==> src/bb3_pkg.sv <==
// ---------------------------------------------------------------------------
// bb3_pkg
// Shared constants and controller/datapath interface types of the box blur.
// ---------------------------------------------------------------------------
`default_nettype none

package bb3_pkg;

    localparam int MAX_WIDTH  = 1024;
    localparam int MAX_HEIGHT = 4096;

    localparam int COL_W   = $clog2(MAX_WIDTH);      // column index
    localparam int WCFG_W  = 11;                      // image_width register
    localparam int HCFG_W  = 13;                      // image_height register
    localparam int OROW_W  = $clog2(MAX_HEIGHT);      // output row
    localparam int IROW_W  = OROW_W + 1;              // input row runs past frame
    localparam int PIX_W   = 24;
    localparam int CH_W    = 8;
    localparam int SUM_W   = 12;
    localparam int CNT_W   = 4;
    localparam int NUM_W   = SUM_W + 1;
    localparam int DEN_W   = CNT_W + 1;
    localparam int DIV_STEPS = NUM_W;
    localparam int STEP_W  = 4;
    localparam int ADDR_W  = 3;

    localparam logic REG_WIDTH  = 1'b0;
    localparam logic REG_HEIGHT = 1'b1;

    localparam logic MODE_PIXEL = 1'b0;
    localparam logic MODE_DRAIN = 1'b1;

    typedef struct packed {
        logic accept;
        logic upd;
        logic sum_cap;
        logic div_start;
        logic div_step;
        logic out_load;
    } cmd_t;

    typedef struct packed {
        logic drop;
        logic emit;
        logic ci_zero;
        logic div_done;
        logic out_free;
    } status_t;

endpackage

`default_nettype wire

==> src/bb3_ctrl.sv <==
// ---------------------------------------------------------------------------
// bb3_ctrl
// Sequencer: accept, window update, sum, divide, hand off to output register.
// ---------------------------------------------------------------------------
`default_nettype none

module bb3_ctrl (
    input  wire logic              clk,
    input  wire logic              rst_n,
    input  wire logic              s_tvalid,
    output logic                   s_tready,
    input  wire bb3_pkg::status_t  status,
    output bb3_pkg::cmd_t          cmd
);
    import bb3_pkg::*;

    localparam logic [2:0] ST_IDLE = 3'd0;
    localparam logic [2:0] ST_UPD  = 3'd1;
    localparam logic [2:0] ST_SUM  = 3'd2;
    localparam logic [2:0] ST_LOAD = 3'd3;
    localparam logic [2:0] ST_DIV  = 3'd4;
    localparam logic [2:0] ST_OUT  = 3'd5;

    logic [2:0] state_reg;
    logic [2:0] state_next;

    always_ff @(posedge clk or negedge rst_n)
    begin
        if (!rst_n)
            state_reg <= ST_IDLE;
        else
            state_reg <= state_next;
    end

    always_comb
    begin
        cmd        = '0;
        s_tready   = 1'b0;
        state_next = state_reg;
        unique case (state_reg)
            ST_IDLE:
            begin
                s_tready = 1'b1;
                if (s_tvalid)
                begin
                    cmd.accept = 1'b1;
                    if (!status.drop)
                        state_next = ST_UPD;
                end
            end
            ST_UPD:
            begin
                cmd.upd     = 1'b1;
                cmd.sum_cap = status.emit && status.ci_zero;
                state_next  = ST_SUM;
            end
            ST_SUM:
            begin
                cmd.sum_cap = status.emit && !status.ci_zero;
                state_next  = status.emit ? ST_LOAD : ST_IDLE;
            end
            ST_LOAD:
            begin
                cmd.div_start = 1'b1;
                state_next    = ST_DIV;
            end
            ST_DIV:
            begin
                cmd.div_step = 1'b1;
                if (status.div_done)
                    state_next = ST_OUT;
            end
            ST_OUT:
            begin
                if (status.out_free)
                begin
                    cmd.out_load = 1'b1;
                    state_next   = ST_IDLE;
                end
            end
            default:
                state_next = ST_IDLE;
        endcase
    end

endmodule

`default_nettype wire

==> config.mk <==
export PLATFORM = sky130hd
export DESIGN_NAME = bb3_ctrl
export DESIGN_NICKNAME = d
export VERILOG_FILES = /design/src/bb3_pkg.sv /design/src/bb3_ctrl.sv
export SDC_FILE = /design/constraint.sdc
export NUM_CORES = 1
export LEC_CHECK = 0
export BUFFER_PORTS_ARGS = -buffer_cell sky130_fd_sc_hd__buf_2
export CORE_AREA = 2 2 39 41
export DETAILED_ROUTE_END_ITERATION = 10
export DIE_AREA = 0 0 41 43
export PLACE_DENSITY = 0.41
export REMOVE_ABC_BUFFERS = 1
export SYNTH_ARGS = -nofsm -noshare
export SYNTH_HDL_FRONTEND = slang
export SYNTH_SLANG_ARGS = --single-unit
==> constraint.sdc <==
create_clock -name clk -period 1.7 [get_ports clk]
set_input_delay 0.17 -clock clk [delete_from_list [all_inputs] [get_ports clk]]
set_output_delay 0.17 -clock clk [all_outputs]
set_load 0.01 [all_outputs]
# Yosys cells after proc, flatten, opt, wreduce, memory -nomap -nowiden
# Cells that the tools add are included.
# op_classes
n_eq_ne	9
muxes	15
reduce_logical	5
# ops
operator	n
$pmux 3 s6	1
$mux 3	4
$mux 1	8
$ne 2x2->1 const B	4
$eq 3x2->1 const B	2
$eq 3x3->1 const B	2
$reduce_and 4->1	1
$eq 3x1->1 const B	1
$logic_not 3->1	1
$logic_and 1x1->1	2
$mux 2	1
$pmux 1 s2	1
$logic_not 1->1	1
# word_totals
reg_bits	3
in_bits	8

# Longest topological paths before layout
# Gate-level depths: netlist (run 1).
# depth
word_depth	3
depth_mapped	4

# Worst setup path before layout (run 1)
# No wires, ideal clock.
# synth_timing
kind	reg2out
from	register state_reg[0]
to	output port cmd[5] (netlist name)
arrival_time_ns	1.063
t_required_ns	1.530
slack_ns	0.467
stages_incl_launch_ff	4
cell_sequence	dfrtp_1 > buf_2 > nor3_1 > and2_1
# synth_rtl
element	line_no	rtl
start: declaration	bb3_ctrl.sv:24	logic [2:0] state_reg;
start signal: assignment	bb3_ctrl.sv:32	state_reg <= state_next;
end: declaration	bb3_ctrl.sv:13	output bb3_pkg::cmd_t cmd

==> metrics.md, run 1 <==
| Metric | Value |
|---|---|
| Status | `completed` |
| CP required | `1.53 ns` |
| GRT overflow | `0` |
| CTS tree | `yes` |
| DR pass1 iterations | `3` |
| Layout Utilization | `0.249` |
| Full die area | `0.00176 mm2` |
| Setup violations, final | `0` |
| Total routed wirelength | `604 um` |
| Critical Path AT | `1.36 ns` |
| CP Class | `flip-flop to output pin` |
| Cell Area, Synth | `226 um2` |
| Antenna Violating Nets Remaining | `0` |
| Dpl cell area | `307 um2` |
| Vias in the first global route | `253` |
| Worst Hold Depth | `3` |
| Slowest-stage cell, CP | `dfrtp_1` |
| Met1 WL | `243 um` |
| Fmax | `653 MHz` |
| Core area | `0.00138 mm2` |
| Fin crit period | `1.53 ns` |
| Num CTS Buffers | `3` |
| H-tree depth | `1` |
| GP Congestion | `0.688` |
| CP endpoint kind | `output pin` |
| Final instance area | `344 um2` |
| CP Cell Sequence | `nor2b_1 > a21oi_1 > nor3b_1 > buf_2` |
| Drt drc | `0` |
| Critical Path Max Stage Delay | `0.48 ns` |
| RSZ-0062 raised after global routing | `false` |
| Clock latency on the worst-skew pair | `0.23 ns` |
| CTS clk-pin slew, worst paths | `0.04 ns` |
| Initial antenna violation count | `0` |
| CTS Sinks | `3` |
| Clock buffer depth | `2` |
| Share of layout cells above drive strength 1 | `0.435` |
| Final HPWL DP | `465 um` |
| Sequential share of the synthesized area | `0.331` |
| FP Rows | `14` |
| PwrDens | `1590 mW/mm2` |
| Horiz. Die Dim | `41 um` |
| Number of flip-flops in the largest register | `3` |
| Area added between synthesis and finish | `51.9%` |
| Wire per inst | `9.74 um` |
| YS warnings | `0` |
| Port bufs | `14` |
| Unique masters post-synth | `18` |
| Max Cap Viol | `0` |
| Largest net degree at the start of global routing | `11` |
| Max Slew Vio Count | `0` |
| Clock Skew | `0.00404 ns` |
| CTS Root Cell | `clkbuf_4` |
| Final period utilization | `0.900` |
| Synth Instances | `29` |
| GRT Util Overall | `0.0866` |
| Layout net count | `55` |
| Type of origin of the critical path | `flip-flop` |
| Worst-case reg-to-reg path depth | `3` |
| Vias per cell | `4.24` |
| Synthesized flop and latch total | `3` |
| Routed via count | `263` |
| Die Ht | `43 um` |
| Worst min path class | `input pin to flip-flop` |
| Rel. slew slack | `0.820` |
| Total power | `0.547 mW` |
| Routed wl met2 | `324 um` |
| Synth Area per Inst | `7.81 um2` |
| Met3 wire len | `19 um` |
| Worst IR Drop VDD | `0.279 mV` |
| Setup tns final | `0 ns` |
| Worst-path maximum fanout | `9` |
| Least-Margin Pin Slew | `0.269 ns` |
| Worst hold slack | `0.227 ns` |
| Initial DRC count | `1` |
| Initial Util | `0.164` |
| First-pass GRT wire length | `1.02 mm` |
| # diodes | `0` |
| Final hold violations | `0` |
| Num ports | `15` |
| Top layer in use | `met4` |
| Leakage power | `0.172 nW` |
-- routing by layer --
layer,vias to the layer above,GRT usage
met5,-,0
met1,120,0.0974
li1,135,-
met3,2,0.0157
met4,0,0.0600
met2,6,0.138
-- critical path, delay by kind of cell, from the launching register on --
family / cells / cell delay (ns)
and+or+nand+nor: 2 / 0.40
AOI/OAI and AO/OA: 1 / 0.08
buffers and inverters: 1 / 0.17
DFF: 1 / 0.48
-- synthesized netlist by cell type (all sizes together) --
master	number	share of area
o21ai	1	0.022
nor2b	2	0.055
nand3	1	0.022
and3	2	0.077
nor3	2	0.044
or2	1	0.028
dfrtp	3	0.33
a21oi	4	0.088
buf	2	0.044
inv	2	0.033
and2	1	0.028
nand2b	2	0.055
nor3b	3	0.099
o22ai	1	0.028
nor2	1	0.017
a31oi	1	0.028
-- power by group --
group	internal [mW]	switching (mW)
Clock	0.0879	0.0359
Sequential	0.104	0.0701
Combinational	0.126	0.122
Total	0.319	0.228
-- worst paths after layout --
path	from	end	slack (ns)
worst max-delay path	state_reg[0]	cmd[3]	0.17
worst min-delay path	status[3]	state_reg[1]	0.23
worst max register to register	state_reg[2]	state_reg[2]	0.64
worst min register to register	state_reg[2]	state_reg[1]	0.57
max in group asynchronous	rst_n	state_reg[1]	1.33
min in group asynchronous	rst_n	state_reg[0]	0.26
-- cells by family (layout without fill, tap and decap cells) --
logic type | count (synthesis) | in the layout | synth area share
buffers and inverters | 4 | 21 | 0.0773
AOI/OAI and AO/OA | 7 | 7 | 0.166
DFF | 3 | 3 | 0.331
and+or+nand+nor | 15 | 15 | 0.425
-- layout make-up --
class / instances / area, um2
multi-input cells: 22 / 134
inverters: 2 / 7.51
well taps: 16 / 20.0
flip-flops and latches: 3 / 76.3
repair buffers: 15 / 80.1
fillers: 163 / 1040
clock buffers: 4 / 26.3
-- stage by stage --
stage                     setup WS (ns)  instances
after floorplan                   0.512         27
after global placement            0.440         57
after detailed placement          0.416         57
after CTS                         0.163         62
after global routing             0.0105         62
final                             0.170         62
-- timing repair --
| action | CTS | global route |
|---|---|---|
| hold buffers | 1 | 0 |
| gates resized for setup | 0 | 1 |
| hold endpoints to repair | 3 | 0 |
| endpoints found under the setup margin | 0 | 1 |
| setup buffers | 0 | 0 |
-- placed cells by master, fill, tap and decap left out, drive strengths merged --
cell type / instances
a21oi: 4
a31oi: 1
and2: 1
and3: 2
buf: 14
clkbuf: 4
dfrtp: 3
dlygate4sd3: 1
inv: 2
nand2b: 2
nand3: 1
nor2: 1
nor2b: 2
nor3: 2
nor3b: 3
o21ai: 1
o22ai: 1
or2: 1
No activity file was read; power rests on OpenSTA's default activity.
==> inputs of run 2 (changes only) <==
- CTS_BUF_LIST: default -> sky130_fd_sc_hd__clkbuf_8
==> run 2 against run 1 <==
Total power grew 14%. Clock skew decreased by 0.0023 ns. Non-clock buffer count unchanged. Critical path type unchanged. Count of clock-buffer cells in the layout decreased by 1. Cell count did not move. Setup slack worse by 0.0067 ns. Via count up 2.7%. Sequential cell count unchanged. Combinational power is essentially flat. Final area rose by 5.1%. Largest cell class unchanged. Die area unchanged.
==> metrics.md, run 2 (synthesis results as in run 1) <==
| Metric | Value |
|---|---|
| Setup violations, final | `0 (unchanged)` |
| Core area | `0.00138 mm2 (unchanged)` |
| Most common cell after layout, fill and taps aside | `buf_2` |
| Drt drc | `0 (unchanged)` |
| Final period utilization | `0.904 (+0.00395)` |
| Final HPWL DP | `465 um (unchanged)` |
| RSZ-0062 raised after global routing | `false` |
| Worst min path class | `input pin to flip-flop` |
| Fin crit period | `1.54 ns (+0.00672 ns)` |
| Horiz. Die Dim | `41 um (unchanged)` |
| Vias per cell | `4.35 (+2.7%)` |
| Clock buffer depth | `2 (unchanged)` |
| Final hold violations | `0 (unchanged)` |
| Rel. slew slack | `0.803 (-0.0171)` |
| Least-Margin Pin Slew | `0.295 ns (+0.0256 ns)` |
| # diodes | `0 (unchanged)` |
| Wire per inst | `10.2 um (+4.3%)` |
| Final Non-Filler Cells | `62 (unchanged)` |
| PwrDens | `1720 mW/mm2 (+8.5%)` |
| CP Class | `flip-flop to output pin` |
| Setup repair bufs after CTS | `0 (unchanged)` |
| Routed via count | `270 (+2.7%)` |
| Vias in the first global route | `261 (+3.2%)` |
| Initial antenna violation count | `0 (unchanged)` |
| Setup tns final | `0 ns (unchanged)` |
| Die Ht | `43 um (unchanged)` |
| Post-CTS resize count | `0 (unchanged)` |
| Clock latency on the worst-skew pair | `0.22 ns (about the same)` |
| GRT overflow | `0 (unchanged)` |
| Leakage power | `0.185 nW (+7.7%)` |
| Most frequent cells in the layout | `buf_2 (14), a21oi_1 (4), nor3b_1 (3), clkbuf_8 (3), dfrtp_1 (3)` |
| Share of layout cells above drive strength 1 | `0.413 (-0.0217)` |
| CP required | `1.53 ns (about the same)` |
| Area added between synthesis and finish | `59.7%` |
| Worst IR Drop VDD | `0.368 mV (+32%)` |
| Largest net degree at the start of global routing | `11 (unchanged)` |
| Initial DRC count | `1 (unchanged)` |
| Number of flip-flops in the largest register | `3 (unchanged)` |
| Dpl cells | `57 (unchanged)` |
| Fmax | `651 MHz (-0.44%)` |
| Status | `completed` |
| Initial Util | `0.164 (unchanged)` |
| Total routed wirelength | `630 um (+4.3%)` |
| Layout net count | `55 (unchanged)` |
| Max Slew Vio Count | `0 (unchanged)` |
| Max Cap Viol | `0 (unchanged)` |
| Hold buffers post-CTS | `1 (unchanged)` |
| Type of origin of the critical path | `flip-flop` |
| FP Rows | `14 (unchanged)` |
| CTS clk-pin slew, worst paths | `0.03 ns (about the same)` |
| Num CTS Buffers | `3 (unchanged)` |
| Port bufs | `14 (unchanged)` |
| Critical Path AT | `1.37 ns (about the same)` |
| Clock Skew | `0.00177 ns (-0.00227 ns)` |
| Full die area | `0.00176 mm2 (unchanged)` |
| CTS Sinks | `3 (unchanged)` |
| First-pass GRT wire length | `1.06 mm (+4.0%)` |
| Worst-path maximum fanout | `10 (+1)` |
| GP Congestion | `0.688 (unchanged)` |
| DR pass1 iterations | `3 (unchanged)` |
| Layout Utilization | `0.261 (+0.0127)` |
| CTS Root Cell | `clkbuf_8` |
| CTS tree | `yes` |
| Num ports | `15 (unchanged)` |
| CP endpoint kind | `output pin` |
| Antenna Violating Nets Remaining | `0 (unchanged)` |
| H-tree depth | `1 (unchanged)` |
| Total power | `0.623 mW (+14%)` |
| GRT Util Overall | `0.0916 (+0.00504)` |
==> run 2: changes by cell type in the layout (fill, tap and decap cells not counted), sizes merged <==
cell	change
clkbuf	-1
inv	+1
==> run 2: final timing paths <==
kind	from	endpoint	slack, ns	cells past startpoint
max	state_reg[1]	cmd[3]	0.16	4
min	status[3]	state_reg[1]	0.25	3
max reg2reg	state_reg[2]	state_reg[2]	0.63	3
min reg2reg	state_reg[2]	state_reg[1]	0.58	1
max in group asynchronous	rst_n	state_reg[2]	1.32	2
min in group asynchronous	rst_n	state_reg[1]	0.27	2
==> run 2: per-layer routing <==
layer / track usage / up-vias / share of wire
met5: 0 / - / 0
met4: 0.0600 / 0 / 0.030
met3: 0.0314 / 2 / 0.038
met2: 0.138 / 7 / 0.53
met1: 0.104 / 126 / 0.40
li1: - / 135 / -
==> run 2: layout make-up <==
cell class | instances | area [um2]
Inverter | 2 | 7.51
Timing Repair Buffer | 15 | 80.1
Tap cell | 16 | 20.0
Multi-Input combinational cell | 22 | 134
Sequential cell | 3 | 75.1
Fill cell | 161 | 1020
Clock buffer | 3 | 41.3
Clock inverter | 1 | 3.75
==> run 2: where the power goes <==
| part | switching (mW) | internal, mW | total (mW) | leakage (nW) |
|---|---|---|---|---|
| Clock | 0.0481 | 0.154 | 0.202 | 0.0269 |
| Combinational | 0.122 | 0.126 | 0.249 | 0.119 |
| Sequential | 0.0710 | 0.102 | 0.173 | 0.0394 |
| Total | 0.242 | 0.382 | 0.623 | 0.185 |
==> run 2: per-stage QoR <==
step	hold WS [ns]	instance area [um2]	setup slack, ns
6_report	0.250	362	0.163
5_1_grt	0.288	362	0.0114
4_1_cts	0.256	362	0.185
3_5_place_dp	-0.0340	307	0.416
3_3_place_gp	-0.0318	307	0.440
2_1_floorplan	-0.126	216	0.512
==> run 2: critical path: stages, from the launching register on <==
cell and delay [ns]:
dfrtp_1 0.50, nor3b_1 0.22, a21oi_1 0.06, nor3b_1 0.20, buf_2 0.17
==> inputs of run 3 (changes only) <==
--- a/config.mk
+++ b/config.mk
@@ -7,9 +7,12 @@
 export LEC_CHECK = 0
 export BUFFER_PORTS_ARGS = -buffer_cell sky130_fd_sc_hd__buf_2
+export CAP_MARGIN = 5
+export CELL_PAD_IN_SITES_DETAIL_PLACEMENT = 1
+export CELL_PAD_IN_SITES_GLOBAL_PLACEMENT = 1
 export CORE_AREA = 2 2 39 41
 export CTS_BUF_LIST = sky130_fd_sc_hd__clkbuf_8
 export DETAILED_ROUTE_END_ITERATION = 10
 export DIE_AREA = 0 0 41 43
-export PLACE_DENSITY = 0.41
+export PLACE_DENSITY = 0.55
 export REMOVE_ABC_BUFFERS = 1
 export SYNTH_ARGS = -nofsm -noshare
==> constraint.sdc (replaced) <==
create_clock -name clk -period 1.7 [get_ports clk]
set_input_delay 0.34 -clock clk [delete_from_list [all_inputs] [get_ports clk]]
set_output_delay 0.34 -clock clk [all_outputs]
set_load 0.01 [all_outputs]
==> run 3 against run 2 <==
Critical path depth is the same. Register-to-register slack about the same. Largest cell class unchanged. Count of clock-buffer cells in the layout is the same. Maximum frequency decreased by 2.1%. Largest power group unchanged. Clock power is essentially flat.
==> metrics.md, run 3 (synthesis results as in run 1) <==
| Metric | Value |
|---|---|
| Status | `completed` |
| Antenna Violating Nets Remaining | `0 (unchanged)` |
| Fillers | `173 (+7.5%)` |
| Final Non-Filler Cells | `63 (+1.6%)` |
| Total power | `0.649 mW (+4.1%)` |
| Routed via count | `277 (+2.6%)` |
| Setup tns final | `0 ns (unchanged)` |
| Final period utilization | `0.924 (+0.0197)` |
| CP required | `1.36 ns (-0.17 ns)` |
| Full die area | `0.00176 mm2 (unchanged)` |
| GRT overflow | `0 (unchanged)` |
| Max Slew Vio Count | `0 (unchanged)` |
| Number of flip-flops in the largest register | `3 (unchanged)` |
| Max Cap Viol | `0 (unchanged)` |
| Worst min path class | `input pin to flip-flop` |
| Drt drc | `0 (unchanged)` |
| H-tree depth | `1 (unchanged)` |
| Share of layout cells above drive strength 1 | `0.468 (+0.0550)` |
| CTS Root Cell | `clkbuf_8` |
| Worst hold slack | `0.423 ns (+0.172 ns)` |
| Final instance area | `375 um2 (+3.8%)` |
| Wire per inst | `11.0 um (+8.3%)` |
| Die Ht | `43 um (unchanged)` |
| Rel. slew slack | `0.829 (+0.0252)` |
| Pre-CTS setup slack | `0.276 ns (-0.140 ns)` |
| Multi-input combinational cell area | `139 um2 (+3.7%)` |
| Layout net count | `56 (+1.8%)` |
| Worst Hold Depth | `3 (unchanged)` |
| Initial antenna violation count | `0 (unchanged)` |
| Horiz. Die Dim | `41 um (unchanged)` |
| Leakage power | `0.191 nW (+3.1%)` |
| Dpl cells | `58 (+1.8%)` |
| Fmax | `637 MHz (-2.1%)` |
| Most common cell after layout, fill and taps aside | `buf_2` |
| Core area | `0.00138 mm2 (unchanged)` |
| RSZ-0062 raised after global routing | `false` |
| Dpl cell area | `314 um2 (+2.4%)` |
| GP Congestion | `0.744 (+8.2%)` |
| Critical Path AT | `1.23 ns (-0.14 ns)` |
| Vias in the first global route | `305 (+17%)` |
| DR pass1 iterations | `2 (-1)` |
| Num CTS Buffers | `3 (unchanged)` |
| CTS tree | `yes` |
| Largest net degree at the start of global routing | `11 (unchanged)` |
| GRT Util Overall | `0.109 (+0.0170)` |
| Worst-path maximum fanout | `10 (unchanged)` |
| Most frequent cells in the layout | `buf_2 (14), a21oi_1 (4), clkbuf_8 (3)` |
| Setup repair bufs after CTS | `0 (unchanged)` |
| Port bufs | `14 (unchanged)` |
| Setup violations, final | `0 (unchanged)` |
| CP Class | `flip-flop to output pin` |
| FF/Latch Area | `76.3 um2 (+1.7%)` |
| Post-route setup slack | `0.129 ns (-0.0335 ns)` |
| Num ports | `15 (unchanged)` |
| Clock latency on the worst-skew pair | `0.22 ns (about the same)` |
| Final HPWL DP | `524 um (+13%)` |
| Clock Skew | `0.00174 ns (-0.0000362 ns)` |
| Worst IR Drop VDD | `0.420 mV (+14%)` |
| CP endpoint kind | `output pin` |
| # diodes | `0 (unchanged)` |
| Vias per cell | `4.40 (+0.96%)` |
| Final hold violations | `0 (unchanged)` |
| Area added between synthesis and finish | `65.7%` |
| Least-Margin Pin Slew | `0.257 ns (-0.0378 ns)` |
| CTS clk-pin slew, worst paths | `0.03 ns (about the same)` |
| Initial DRC count | `1 (unchanged)` |
| Total routed wirelength | `693 um (+10%)` |
| Fin crit period | `1.57 ns (+0.0335 ns)` |
| PwrDens | `1730 mW/mm2 (+0.29%)` |
| CTS Sinks | `3 (unchanged)` |
| Type of origin of the critical path | `flip-flop` |
| Clock buffer depth | `2 (unchanged)` |
| Worst-case reg-to-reg path depth | `3 (unchanged)` |
| First-pass GRT wire length | `1.21 mm (+14%)` |
| Initial Util | `0.164 (unchanged)` |
| Layout Utilization | `0.271 (+0.00995)` |
| FP Rows | `14 (unchanged)` |
## run 3: worst paths after layout
path	endpoint	slack (ns)	from
min	state_reg[1]	0.42	status[3]
max reg2reg	state_reg[2]	0.62	state_reg[2]
max	cmd[3]	0.13	state_reg[1]
min in group asynchronous	state_reg[1]	0.45	rst_n
min reg2reg	state_reg[1]	0.60	state_reg[2]
max in group asynchronous	state_reg[1]	1.14	rst_n
## run 3: per-layer routing
layer	vias to the layer above	track usage	share of wire
li1	136	-	-
met1	129	0.120	0.43
met2	10	0.156	0.50
met3	2	0.0157	0.055
met4	0	0.120	0.012
met5	-	0	0
## run 3: what timing repair did
item,CTS,global route
gates resized for setup,0,2
endpoints found under the setup margin,0,1
hold buffers,1,0
hold endpoints to repair,3,0
## run 3: area by class of cell
cell class	count	area share
clock inverter	1	0.0100
tap	16	0.0533
inverter	2	0.0200
timing repair buffer	16	0.233
multi-input combinational	22	0.370
sequential	3	0.203
clock buffer	3	0.110
## run 3: worst max-delay path, stage by stage, from the launching register on
cell and delay, ns:
dfrtp_2 0.46, nor2b_1 0.16, a21oi_1 0.08, nor3b_1 0.16, buf_2 0.15
## run 3: power breakdown
group          internal [mW]  switching, mW  total (mW)
Clock                  0.154         0.0484       0.202
Sequential             0.105         0.0616       0.166
Combinational          0.141          0.140       0.281
Total                  0.399          0.250       0.649
